==> src/design/rlbd_pkg.sv <==
// Shared types, register indexes and constants for the ladder button debouncer.
`timescale 1ns / 1ps
`default_nettype none
package rlbd_pkg;

    localparam int SAMPLE_BITS_DEF = 12;
    localparam int CFG_DATA_W      = 12;
    localparam int CFG_IDX_W       = 3;
    localparam int CODE_W          = 4;
    localparam int CNT_W           = 8;
    localparam int NUM_A_LEVELS    = 5;
    localparam int NUM_B_LEVELS    = 4;

    // Configuration register indexes
    localparam logic [CFG_IDX_W-1:0] REG_LEVEL_ONE   = 3'd0;
    localparam logic [CFG_IDX_W-1:0] REG_LEVEL_TWO   = 3'd1;
    localparam logic [CFG_IDX_W-1:0] REG_LEVEL_THREE = 3'd2;
    localparam logic [CFG_IDX_W-1:0] REG_LEVEL_FOUR  = 3'd3;
    localparam logic [CFG_IDX_W-1:0] REG_LEVEL_FIVE  = 3'd4;
    localparam logic [CFG_IDX_W-1:0] REG_IDLE_LEVEL  = 3'd5;
    localparam logic [CFG_IDX_W-1:0] REG_DEBOUNCE_MS = 3'd6;

    // Reset values of the configuration registers
    localparam logic [CFG_DATA_W-1:0] LEVEL_ONE_RST   = 12'd0;
    localparam logic [CFG_DATA_W-1:0] LEVEL_TWO_RST   = 12'd364;
    localparam logic [CFG_DATA_W-1:0] LEVEL_THREE_RST = 12'd1130;
    localparam logic [CFG_DATA_W-1:0] LEVEL_FOUR_RST  = 12'd2065;
    localparam logic [CFG_DATA_W-1:0] LEVEL_FIVE_RST  = 12'd2734;
    localparam logic [CFG_DATA_W-1:0] IDLE_LEVEL_RST  = 12'd4095;
    localparam logic [CNT_W-1:0]      DEBOUNCE_RST    = 8'd50;

    // Button codes
    localparam logic [CODE_W-1:0] CODE_NONE   = 4'd0;
    localparam logic [CODE_W-1:0] CODE_A_BASE = 4'd1;
    localparam logic [CODE_W-1:0] CODE_B_BASE = 4'd6;
    localparam logic [CODE_W-1:0] CODE_MAX    = 4'd9;

    localparam logic [CNT_W-1:0] CNT_MAX = 8'hFF;

    // Lane findings for one word, handed to the merge stage
    typedef struct packed {
        logic                    tick;
        logic                    idle_a;
        logic                    idle_b;
        logic [NUM_A_LEVELS-1:0] hit_a;
        logic [NUM_B_LEVELS-1:0] hit_b;
    } t_lane_hits;

endpackage
`default_nettype wire

==> src/design/rlbd_match_lane.sv <==
// One compare lane: registered +-10% window test of a sample against a level.
`timescale 1ns / 1ps
`default_nettype none
module rlbd_match_lane #(
    parameter int SAMPLE_BITS = rlbd_pkg::SAMPLE_BITS_DEF
) (
    input  wire logic                   i_clk,
    input  wire logic                   i_en,
    input  wire logic [SAMPLE_BITS-1:0] i_sample,
    input  wire logic [SAMPLE_BITS-1:0] i_level,
    output logic                        o_hit
);

    localparam int PROD_W = SAMPLE_BITS + 4;

    logic [PROD_W-1:0] s_ext;
    logic [PROD_W-1:0] l_ext;
    logic [PROD_W-1:0] s_x10;
    logic [PROD_W-1:0] l_x9;
    logic [PROD_W-1:0] l_x11;
    logic              n_hit;
    logic              r_hit;

    // Constant multiplies as shift-add
    assign s_ext = PROD_W'(i_sample);
    assign l_ext = PROD_W'(i_level);
    assign s_x10 = (s_ext << 3) + (s_ext << 1);
    assign l_x9  = (l_ext << 3) + l_ext;
    assign l_x11 = (l_ext << 3) + (l_ext << 1) + l_ext;
    assign n_hit = (l_x9 <= s_x10) && (s_x10 <= l_x11);

    always_ff @(posedge i_clk) begin
        if (i_en) begin
            r_hit <= n_hit;
        end
    end

    assign o_hit = r_hit;

endmodule
`default_nettype wire

==> src/design/rlbd_merge.sv <==
// Merge stage: priority-encode the lane hits into a button code.
`timescale 1ns / 1ps
`default_nettype none
module rlbd_merge (
    input  wire rlbd_pkg::t_lane_hits          i_hits,
    output logic [rlbd_pkg::CODE_W-1:0]        o_code
);

    always_comb begin
        o_code = rlbd_pkg::CODE_NONE;
        // Walk from the lowest priority up so the highest one wins
        for (int i = rlbd_pkg::NUM_B_LEVELS - 1; i >= 0; i--) begin
            if (i_hits.hit_b[i]) begin
                o_code = rlbd_pkg::CODE_B_BASE + rlbd_pkg::CODE_W'(i);
            end
        end
        for (int i = rlbd_pkg::NUM_A_LEVELS - 1; i >= 0; i--) begin
            if (i_hits.hit_a[i]) begin
                o_code = rlbd_pkg::CODE_A_BASE + rlbd_pkg::CODE_W'(i);
            end
        end
        if (i_hits.idle_a && i_hits.idle_b) begin
            o_code = rlbd_pkg::CODE_NONE;
        end
    end

endmodule
`default_nettype wire

==> src/design/rlbd_debounce.sv <==
// Debounce state: candidate code, stable tick count and reported code.
`timescale 1ns / 1ps
`default_nettype none
module rlbd_debounce (
    input  wire logic                          i_clk,
    input  wire logic                          i_rst_n,
    input  wire logic                          i_valid,
    input  wire logic [rlbd_pkg::CODE_W-1:0]   i_code,
    input  wire logic                          i_tick,
    input  wire logic [rlbd_pkg::CNT_W-1:0]    i_debounce_ms,
    output logic                               o_emit,
    output logic [rlbd_pkg::CODE_W-1:0]        o_code
);

    logic [rlbd_pkg::CODE_W-1:0] r_candidate;
    logic [rlbd_pkg::CODE_W-1:0] n_candidate;
    logic [rlbd_pkg::CNT_W-1:0]  r_count;
    logic [rlbd_pkg::CNT_W-1:0]  n_count;
    logic [rlbd_pkg::CODE_W-1:0] r_reported;
    logic [rlbd_pkg::CODE_W-1:0] n_reported;

    always_comb begin
        n_candidate = r_candidate;
        n_count     = r_count;
        n_reported  = r_reported;
        if (i_code == rlbd_pkg::CODE_NONE || i_code != r_candidate) begin
            // Restart on any change; drop the report at once
            n_candidate = i_code;
            n_count     = '0;
            n_reported  = rlbd_pkg::CODE_NONE;
        end else begin
            if (i_tick && r_count != rlbd_pkg::CNT_MAX) begin
                n_count = r_count + 1'b1;
            end
            if (n_count > i_debounce_ms) begin
                n_reported = i_code;
            end
        end
    end

    assign o_emit = i_valid && (n_reported != r_reported);
    assign o_code = n_reported;

    always_ff @(posedge i_clk) begin
        if (!i_rst_n) begin
            r_candidate <= rlbd_pkg::CODE_NONE;
            r_count     <= '0;
            r_reported  <= rlbd_pkg::CODE_NONE;
        end else if (i_valid) begin
            r_candidate <= n_candidate;
            r_count     <= n_count;
            r_reported  <= n_reported;
        end
    end

    a_report_matches_candidate: assert property (@(posedge i_clk) disable iff (!i_rst_n)
        r_reported != rlbd_pkg::CODE_NONE |-> r_reported == r_candidate)
        else $error("reported code differs from candidate");

    a_reported_in_range: assert property (@(posedge i_clk) disable iff (!i_rst_n)
        r_reported <= rlbd_pkg::CODE_MAX)
        else $error("reported code out of range");

    a_none_has_no_count: assert property (@(posedge i_clk) disable iff (!i_rst_n)
        r_candidate == rlbd_pkg::CODE_NONE |-> r_count == '0)
        else $error("count running with no candidate");

    a_emit_changes_report: assert property (@(posedge i_clk) disable iff (!i_rst_n)
        o_emit |=> r_reported == $past(o_code))
        else $error("emitted code not kept as reported");

endmodule
`default_nettype wire

==> src/design/resistor_ladder_button_debouncer_unit.sv <==
// Top level of the resistor-ladder button decoder with debounce.
// Path: an accepted input word is registered in the lane stage, then merged and debounced
//   into the output register; a word that changes no code gives none.
// Throughput: one input word per cycle while the output channel does not stall.
// Reset: synchronous, active low; clears levels to defaults, debounce state and valids.
// No clearing pass; the block takes words from the first cycle after reset.
`timescale 1ns / 1ps
`default_nettype none
module resistor_ladder_button_debouncer_unit #(
    parameter int SAMPLE_BITS = rlbd_pkg::SAMPLE_BITS_DEF
) (
    input  wire logic                              i_clk,
    input  wire logic                              i_rst_n,
    // Input channel
    input  wire logic                              i_in_valid,
    output logic                                   o_in_stall,
    input  wire logic [SAMPLE_BITS-1:0]            i_sample_a,
    input  wire logic [SAMPLE_BITS-1:0]            i_sample_b,
    input  wire logic                              i_ms_tick,
    // Output channel
    output logic                                   o_out_valid,
    input  wire logic                              i_out_stall,
    output logic [rlbd_pkg::CODE_W-1:0]            o_button_code,
    // Configuration write channel
    input  wire logic                              i_cfg_valid,
    output logic                                   o_cfg_ready,
    input  wire logic [rlbd_pkg::CFG_IDX_W-1:0]    i_cfg_index,
    input  wire logic [rlbd_pkg::CFG_DATA_W-1:0]   i_cfg_data
);

    // Level registers keep the low bits of the write data that fit the sample width
    localparam int KEEP_W = (SAMPLE_BITS < rlbd_pkg::CFG_DATA_W) ?
                            SAMPLE_BITS : rlbd_pkg::CFG_DATA_W;
    localparam int NUM_A  = rlbd_pkg::NUM_A_LEVELS;
    localparam int NUM_B  = rlbd_pkg::NUM_B_LEVELS;

    // ---------------------------------------------------------------
    // Configuration registers
    // ---------------------------------------------------------------
    logic [SAMPLE_BITS-1:0]       r_level [NUM_A];
    logic [SAMPLE_BITS-1:0]       r_idle_level;
    logic [rlbd_pkg::CNT_W-1:0]   r_debounce_ms;
    logic [SAMPLE_BITS-1:0]       cfg_level_val;
    logic                         cfg_write;

    assign o_cfg_ready   = 1'b1;
    assign cfg_write     = i_cfg_valid && o_cfg_ready;
    assign cfg_level_val = SAMPLE_BITS'(i_cfg_data[KEEP_W-1:0]);

    always_ff @(posedge i_clk) begin
        if (!i_rst_n) begin
            r_level[0]    <= SAMPLE_BITS'(rlbd_pkg::LEVEL_ONE_RST);
            r_level[1]    <= SAMPLE_BITS'(rlbd_pkg::LEVEL_TWO_RST);
            r_level[2]    <= SAMPLE_BITS'(rlbd_pkg::LEVEL_THREE_RST);
            r_level[3]    <= SAMPLE_BITS'(rlbd_pkg::LEVEL_FOUR_RST);
            r_level[4]    <= SAMPLE_BITS'(rlbd_pkg::LEVEL_FIVE_RST);
            r_idle_level  <= SAMPLE_BITS'(rlbd_pkg::IDLE_LEVEL_RST);
            r_debounce_ms <= rlbd_pkg::DEBOUNCE_RST;
        end else if (cfg_write) begin
            case (i_cfg_index)
                rlbd_pkg::REG_LEVEL_ONE:   r_level[0]    <= cfg_level_val;
                rlbd_pkg::REG_LEVEL_TWO:   r_level[1]    <= cfg_level_val;
                rlbd_pkg::REG_LEVEL_THREE: r_level[2]    <= cfg_level_val;
                rlbd_pkg::REG_LEVEL_FOUR:  r_level[3]    <= cfg_level_val;
                rlbd_pkg::REG_LEVEL_FIVE:  r_level[4]    <= cfg_level_val;
                rlbd_pkg::REG_IDLE_LEVEL:  r_idle_level  <= cfg_level_val;
                rlbd_pkg::REG_DEBOUNCE_MS: r_debounce_ms <= i_cfg_data[rlbd_pkg::CNT_W-1:0];
                default: begin
                    // Unused index: drop the write
                end
            endcase
        end
    end

    // ---------------------------------------------------------------
    // Handshake: the lane stage advances whenever the output register
    // is empty or being emptied this cycle.
    // ---------------------------------------------------------------
    logic r_s1_valid;
    logic n_s1_valid;
    logic r_s1_tick;
    logic out_free;
    logic s1_advance;
    logic in_accept;

    assign out_free   = !o_out_valid || !i_out_stall;
    assign s1_advance = r_s1_valid && out_free;
    assign o_in_stall = r_s1_valid && !out_free;
    assign in_accept  = i_in_valid && !o_in_stall;

    always_comb begin
        n_s1_valid = r_s1_valid;
        if (in_accept) begin
            n_s1_valid = 1'b1;
        end else if (s1_advance) begin
            n_s1_valid = 1'b0;
        end
    end

    always_ff @(posedge i_clk) begin
        if (!i_rst_n) begin
            r_s1_valid <= 1'b0;
        end else begin
            r_s1_valid <= n_s1_valid;
        end
    end

    // Tick travels with the lane results
    always_ff @(posedge i_clk) begin
        if (in_accept) begin
            r_s1_tick <= i_ms_tick;
        end
    end

    // ---------------------------------------------------------------
    // Compare lanes: channel A against five levels plus idle,
    // channel B against four levels plus idle, all in parallel.
    // ---------------------------------------------------------------
    rlbd_pkg::t_lane_hits lane_hits;

    assign lane_hits.tick = r_s1_tick;

    for (genvar g = 0; g < NUM_A; g++) begin : g_lane_a
        rlbd_match_lane #(.SAMPLE_BITS(SAMPLE_BITS)) u_lane (
            .i_clk    (i_clk),
            .i_en     (in_accept),
            .i_sample (i_sample_a),
            .i_level  (r_level[g]),
            .o_hit    (lane_hits.hit_a[g])
        );
    end

    for (genvar g = 0; g < NUM_B; g++) begin : g_lane_b
        rlbd_match_lane #(.SAMPLE_BITS(SAMPLE_BITS)) u_lane (
            .i_clk    (i_clk),
            .i_en     (in_accept),
            .i_sample (i_sample_b),
            .i_level  (r_level[g]),
            .o_hit    (lane_hits.hit_b[g])
        );
    end

    rlbd_match_lane #(.SAMPLE_BITS(SAMPLE_BITS)) u_lane_idle_a (
        .i_clk    (i_clk),
        .i_en     (in_accept),
        .i_sample (i_sample_a),
        .i_level  (r_idle_level),
        .o_hit    (lane_hits.idle_a)
    );

    rlbd_match_lane #(.SAMPLE_BITS(SAMPLE_BITS)) u_lane_idle_b (
        .i_clk    (i_clk),
        .i_en     (in_accept),
        .i_sample (i_sample_b),
        .i_level  (r_idle_level),
        .o_hit    (lane_hits.idle_b)
    );

    // ---------------------------------------------------------------
    // Merge lanes into one code, then debounce
    // ---------------------------------------------------------------
    logic [rlbd_pkg::CODE_W-1:0] merged_code;
    logic                        deb_emit;
    logic [rlbd_pkg::CODE_W-1:0] deb_code;

    rlbd_merge u_merge (
        .i_hits (lane_hits),
        .o_code (merged_code)
    );

    rlbd_debounce u_debounce (
        .i_clk         (i_clk),
        .i_rst_n       (i_rst_n),
        .i_valid       (s1_advance),
        .i_code        (merged_code),
        .i_tick        (lane_hits.tick),
        .i_debounce_ms (r_debounce_ms),
        .o_emit        (deb_emit),
        .o_code        (deb_code)
    );

    // ---------------------------------------------------------------
    // Output register: load a new word, or clear once the current one
    // is taken.
    // ---------------------------------------------------------------
    logic                        r_out_valid;
    logic [rlbd_pkg::CODE_W-1:0] r_out_code;

    always_ff @(posedge i_clk) begin
        if (!i_rst_n) begin
            r_out_valid <= 1'b0;
        end else if (s1_advance && deb_emit) begin
            r_out_valid <= 1'b1;
        end else if (!i_out_stall) begin
            r_out_valid <= 1'b0;
        end
    end

    always_ff @(posedge i_clk) begin
        if (s1_advance && deb_emit) begin
            r_out_code <= deb_code;
        end
    end

    assign o_out_valid   = r_out_valid;
    assign o_button_code = r_out_code;

    a_stall_only_when_full: assert property (@(posedge i_clk) disable iff (!i_rst_n)
        o_in_stall |-> r_s1_valid && o_out_valid)
        else $error("input stalled with room in the pipeline");

    a_no_load_over_waiting_word: assert property (@(posedge i_clk) disable iff (!i_rst_n)
        o_out_valid && i_out_stall |-> !s1_advance)
        else $error("lane stage advanced over a waiting output word");

    a_held_lane_item_stays: assert property (@(posedge i_clk) disable iff (!i_rst_n)
        r_s1_valid && !s1_advance |=> r_s1_valid)
        else $error("lane item lost while held");

endmodule
`default_nettype wire

==> config.mk <==
export PLATFORM = sky130hd
export DESIGN_NAME = resistor_ladder_button_debouncer_unit
export DESIGN_NICKNAME = d
export VERILOG_FILES = /design/src/design/rlbd_pkg.sv /design/src/design/rlbd_match_lane.sv /design/src/design/rlbd_merge.sv /design/src/design/rlbd_debounce.sv /design/src/design/resistor_ladder_button_debouncer_unit.sv
export SDC_FILE = /design/constraint.sdc
export NUM_CORES = 1
export LEC_CHECK = 0
export ABC_AREA = 1
export BUFFER_PORTS_ARGS = -buffer_cell sky130_fd_sc_hd__clkbuf_2
export CORE_ASPECT_RATIO = 0.6
export CORE_MARGIN = 4
export CORE_UTILIZATION = 55
export CTS_CLUSTER_DIAMETER = 60
export CTS_CLUSTER_SIZE = 24
export DETAILED_ROUTE_END_ITERATION = 7
export PLACE_DENSITY = 0.8
export SYNTH_ARGS = -nofsm -noshare
export SYNTH_HDL_FRONTEND = slang
export SYNTH_HIERARCHICAL = 1
export SYNTH_SLANG_ARGS = --single-unit
==> constraint.sdc <==
create_clock -name i_clk -period 3.95 [get_ports i_clk]
set_input_delay 0.395 -clock i_clk [delete_from_list [all_inputs] [get_ports i_clk]]
set_output_delay 0.395 -clock i_clk [all_outputs]
set_load 0.05 [all_outputs]
# == Yosys cells after proc, flatten, opt, wreduce, memory -nomap -nowiden ==
# Memory sizes are Yosys's and may differ from the RTL's.
# Index checks and enable logic that the tools add are counted.
# Widths: inputs -> output; s select.
# classes
addsub,21
order_cmp,23
n_eq_ne,10
mux,45
n_bitwise,5
reduce_logical,30
# op_table
operator,count
$le 16x16->1,22
$add 15x13->16,8
$add 15x12->16,6
$add 16x12->16,6
$mux 12,5
$mux 4,12
$mux 1,25
$mux 8,3
$logic_and 1x1->1,18
$eq 3x3->1 const B,3
$add 8x1->8 const B,1
$gt 8x8->1,1
$ne 4x4->1,2
$ne 8x8->1 const B,1
$eq 3x2->1 const B,2
$reduce_and 2->1,3
$or 1x1->1,5
$logic_not 1->1,4
$logic_not 4->1,1
$eq 3x1->1 const B,1
$logic_not 3->1,1
$logic_or 1x1->1,2
$ne 2x1->1 const B,1
$reduce_bool 2->1,1
# word_totals
reg_bits,54
mem_bits_rw,60
out_inout_bits,7
mem_count,1
# memory_table
memory,words,width,rd,rd_clocked_by_memory_dff,wr,line_no,source
r_level,5,12,5,0,5,resistor_ladder_button_debouncer_unit.sv:40,logic [SAMPLE_BITS-1:0] r_level [NUM_A];

# == Longest topological paths before layout ==
# depth
ltp_word,20
ltp_mapped,28

# == Cells and area by module ==
# The synthesis kept the hierarchy.
# by_module_without_submodules
module,instances,cells_per_inst,area_per_inst_um2,seq_area_each_um2
rlbd_match_lane (g_lane_b[2].u_lane ...),4,414,2696.3,30.0
rlbd_match_lane (g_lane_a[0].u_lane ...),3,416,2713.9,30.0
rlbd_match_lane (g_lane_a[4].u_lane ...),2,412,2683.8,30.0
resistor_ladder_button_debouncer_unit,1,239,3158.0,2392.3
rlbd_match_lane (g_lane_a[3].u_lane),1,406,2680.1,30.0
rlbd_match_lane (g_lane_b[1].u_lane),1,405,2661.3,30.0
rlbd_debounce,1,213,1297.5,320.3
rlbd_merge,1,28,122.6,0.0

# == Least setup slack after synthesis ==
# Ideal clock, no wire load.
# synth_timing
kind,register -> register
start,reg u_debounce/r_count[0] (netlist bit)
end,"reg r_out_code (netlist bit o_button_code[0]), enable pin"
arrival_time_ps,2853
required_ps,3589
path_slack_ps,736
stages_incl_launch_ff,22
path_buffers,0
period_less_slack_ps,3214
cell_sequence,dfxtp_1 > ha_1 > inv_1 > nor4_4 > nand3_2 > nand2_4 > inv_6 > nor2_1 > nor2_2 > ha_1 > nand2_1 > nor2_1 > nand4_1 > nand3_1 > nand3_1 > nand2_1 > nand2_1 > nand2_1 > nor2_1 > nor2_1 > inv_1 > nor3_1
# synth_between
elab_chain_cells,10
# synth_lines
element,line_no,source
"start, declared",rlbd_debounce.sv:17,logic [rlbd_pkg::CNT_W-1:0] r_count;
"start signal, assigned",rlbd_debounce.sv:51,r_count <= n_count;
branches (longest 2 deep; another with $add 8x1->8),-,
$mux 8 *,rlbd_debounce.sv:32,if (i_tick && r_count != rlbd_pkg::CNT_MAX) begin
$mux 8 *,rlbd_debounce.sv:26,if (i_code == rlbd_pkg::CODE_NONE || i_code != r_candidate) begin
$gt 8x8->1 *,rlbd_debounce.sv:35,if (n_count > i_debounce_ms) begin
$mux 4 *,rlbd_debounce.sv:35,
$mux 4 *,rlbd_debounce.sv:26,
$ne 4x4->1 *,rlbd_debounce.sv:41,assign o_emit = i_valid && (n_reported != r_reported);
$logic_and 1x1->1 *,rlbd_debounce.sv:41,
named net deb_emit,resistor_ladder_button_debouncer_unit.sv:163,logic deb_emit;
$logic_and 1x1->1 *,resistor_ladder_button_debouncer_unit.sv:200,if (s1_advance && deb_emit) begin
"end signal, assigned",resistor_ladder_button_debouncer_unit.sv:201,r_out_code <= deb_code;
"end, declared",resistor_ladder_button_debouncer_unit.sv:187,logic [rlbd_pkg::CODE_W-1:0] r_out_code;
# Mark *: on every way through the listed nets, which the timed path passes. The select of a mux whose other input is x is not followed.
# A chain may end at the register's enable or synchronous reset.

==> impl_metrics.yaml <==
floorplanning:
  die_area_sq_mm: 0.0664
  start_util: 0.559
  rows: 70
  die_w_microns: 330
  core_sq_mm: 0.0612
  die_h_microns: 201
  io-pin-count: 52
routing:
  drtIter0Drc: 3673
  vias: 34270
  dr.pass1.iters: 6
  totalWireLength_mm: 102
  drc: 0
  wl_per_cell_microns: 16.9
  drtAntennaViolNets: 0
  vias_per_cell: 5.68
clocking:
  clockBufferDepth: 2
  insertion_delay_ps: 460
  clkSinkCount: 114
  cts_tree: "built"
  cts_root_buf: "clkbuf_16"
  numCtsBuffers: 17
  cts-htree-levels: 4
  clkSlewWorstSetupHoldPaths_ps: 60
status:
  status: "finished, final reports clean"
worst_setup_path:
  crit_type: "register to register"
  cp-end-kind: "register"
  cp_common_cell: "nand2_1"
  arrival_ps: 3920
  crit_buf_inv: 2
  critPathSlowestCell: "edfxtp_1"
  critPathTopFamily: "simple AND/OR/NAND/NOR gates"
  crit_chain: "buf_4 -> fa_1 -> fa_1 -> nand3_1 -> nand3_1 -> nand4_1 -> nand2_1 -> nand2_1 -> nand2_1 -> nand2_1 -> nand2_1 -> ha_1 -> nand2_1 -> nor3_1 -> nand2_1 -> nand2_1 -> nand2_1 -> nand2_1 -> inv_1"
  cp.required_ps: 4160
  reg2reg_from: "r_level[0][3]$_DFFE_PP_"
  cp_slowest_stage_delay_ps: 550
  crit_cells: 19
  start_kind: "register"
  cp-startpoint: "r_level[0][3]$_DFFE_PP_"
  reg2reg_depth: 19
  critPathMaxFanout: 8
finish:
  stdcell_count: 6030
  drive_above_1_share: 0.0838
  fin_area_sq_mm: 0.0369
  area.growth.synth_to_final_pct: 7.89
  n_fill_cell: 5451
  utilization: 0.603
  nets: 6066
  final_cell_mix: "nand2_1, inv_1, ha_1"
  final_common_cell: "nand2_1"
yosys:
  synth_area_per_cell_sq_um: 6.82
  yosys_warnings: 6
  synth_seq_cells: 114
  synthesis.area_sq_mm: 0.0342
  synth_nets: 5898
  ys_types: 47
  ys_seq_area_frac: 0.0889
  synth_top_area_cell: "ha_1"
  synth_top_area_frac: 0.257
  synth_area_leaders: "ha_1, nand2_1, inv_1"
  synth_cells: 5019
placed_design:
  dp_cells: 5959
  place_ws_ps: 135
  placed_area_sq_mm: 0.0360
  dp_hpwl_mm: 83.6
  routabilityCongestion: 0.997
  io_buffers: 50
sta:
  whs_ps: 115
  worstMarginPinSlew_ps: 1270
  setup_tns_ps: 0
  setup_viol: 0
  finalHoldViolCount: 0
  clock-skew-final_ps: 12.0
  finalWorstSetupSlack_ps: 238
  rsz0062_at_grt: "no"
  slew_headroom: 0.150
  fin_crit_sh: 0.940
  max_freq_mhz: 269
  min_period_ps: 3710
  drv_slew: 0
worst_hold_path:
  holdPathStages: 1
  hold_class: "primary input to register"
  hp-start: "i_ms_tick"
global_routing:
  grt_pass1_wl_mm: 165
  grt-ovfl-total: 0
  antenna_found_initial: 3
  grt_start_max_net_pins: 34
  grtUsageTotal: 0.304
  grt_pass1_vias: 31718
pwr:
  power.leakage_nw: 20.0
  ir_drop_mv: 0.345
  finalPower_mw: 13.4
  power_density_mw_per_mm2: 363
flow_run:
  drv_cap: 0
state kept, by name (all words and copies together), names as in the netlist:
signal and flops:
r_s1_valid 1, o_button_code 4, r_debounce_ms 8, r_idle_level 12
u_debounce/r_reported 4, g_lane_a.u_lane/o_hit 5, g_lane_b.u_lane/o_hit 4, r_s1_tick 1
r_level 60, u_debounce/r_count 8, u_debounce/r_candidate 4, o_out_valid 1
u_lane_idle_b/o_hit 1, u_lane_idle_a/o_hit 1
path summary, 6_finish.rpt:
kind	to	slack, ps
worst max-delay path	g_lane_b[0].u_lane/o_hit$_DFFE_PP_	240
worst min-delay path	r_s1_tick$_DFFE_PP_	120
worst max register to register	g_lane_b[0].u_lane/o_hit$_DFFE_PP_	240
worst min register to register	r_debounce_ms[1]$_SDFFE_PN1P_	480
report_power, final:
| group | internal (mW) | switching [mW] |
|---|---|---|
| logic | 3.83 | 6.20 |
| registers | 1.41 | 0.256 |
| clock network | 1.05 | 0.654 |
| total | 6.29 | 7.11 |
cell families (layout without fill, tap and decap cells):
| kind of cell | after synthesis | after routing | synth area share |
|---|---|---|---|
| other | 1 | 3 | 0.000110 |
| flip-flops | 114 | 114 | 0.0889 |
| AND/OR/NAND/NOR | 2155 | 2155 | 0.275 |
| adder cells (fa/ha/maj) | 834 | 834 | 0.334 |
| AO/OA/AOI/OAI | 790 | 790 | 0.132 |
| buffers and inverters | 835 | 1016 | 0.0939 |
| XOR/XNOR | 290 | 290 | 0.0767 |
cells in the mapped netlist (all sizes together):
| cell | number |
|---|---|
| nor2 | 319 |
| nor3 | 83 |
| nand3b | 12 |
| clkbuf | 1 |
| edfxtp | 76 |
| dlymetal6s2s | 1 |
| o21ai | 205 |
| dfxtp | 38 |
| nand2 | 1281 |
| fa | 132 |
| ha | 702 |
| a22oi | 4 |
| a21boi | 20 |
| a21o | 36 |
| o211ai | 25 |
| xor2 | 216 |
| a21oi | 438 |
| nand4 | 78 |
| xnor2 | 74 |
| clkinv | 8 |
| buf | 11 |
| nand3 | 377 |
| nor4 | 1 |
| o21bai | 25 |
| nor3b | 1 |
| or2 | 3 |
| a31oi | 37 |
| inv | 814 |
| conb | 1 |
metal layers:
metal	GRT usage	part of all wire	up-vias
li1	-	-	16991
met1	0.465	0.48	15608
met2	0.415	0.37	1539
met3	0.0847	0.12	130
met4	0.0731	0.025	2
met5	0	0.00013	-
cell type report:
class	instances	area (sq um)	share of cell area
antenna	2	5.00	0.000136
inverter	822	3090	0.0837
timing repair buffer	162	1150	0.0313
tap	828	1040	0.0281
clock buffer	18	429	0.0116
sequential	114	3040	0.0825
multi-input combinational	4070	28000	0.758
clock inverter	14	188	0.00508
timing repair:
action                     in CTS  in global routing
setup endpoints to repair       0                 11
hold buffers                    0                  0
setup buffers                   0                 37
gates resized for setup         0                  3
(Power assumes the default switching activity.)
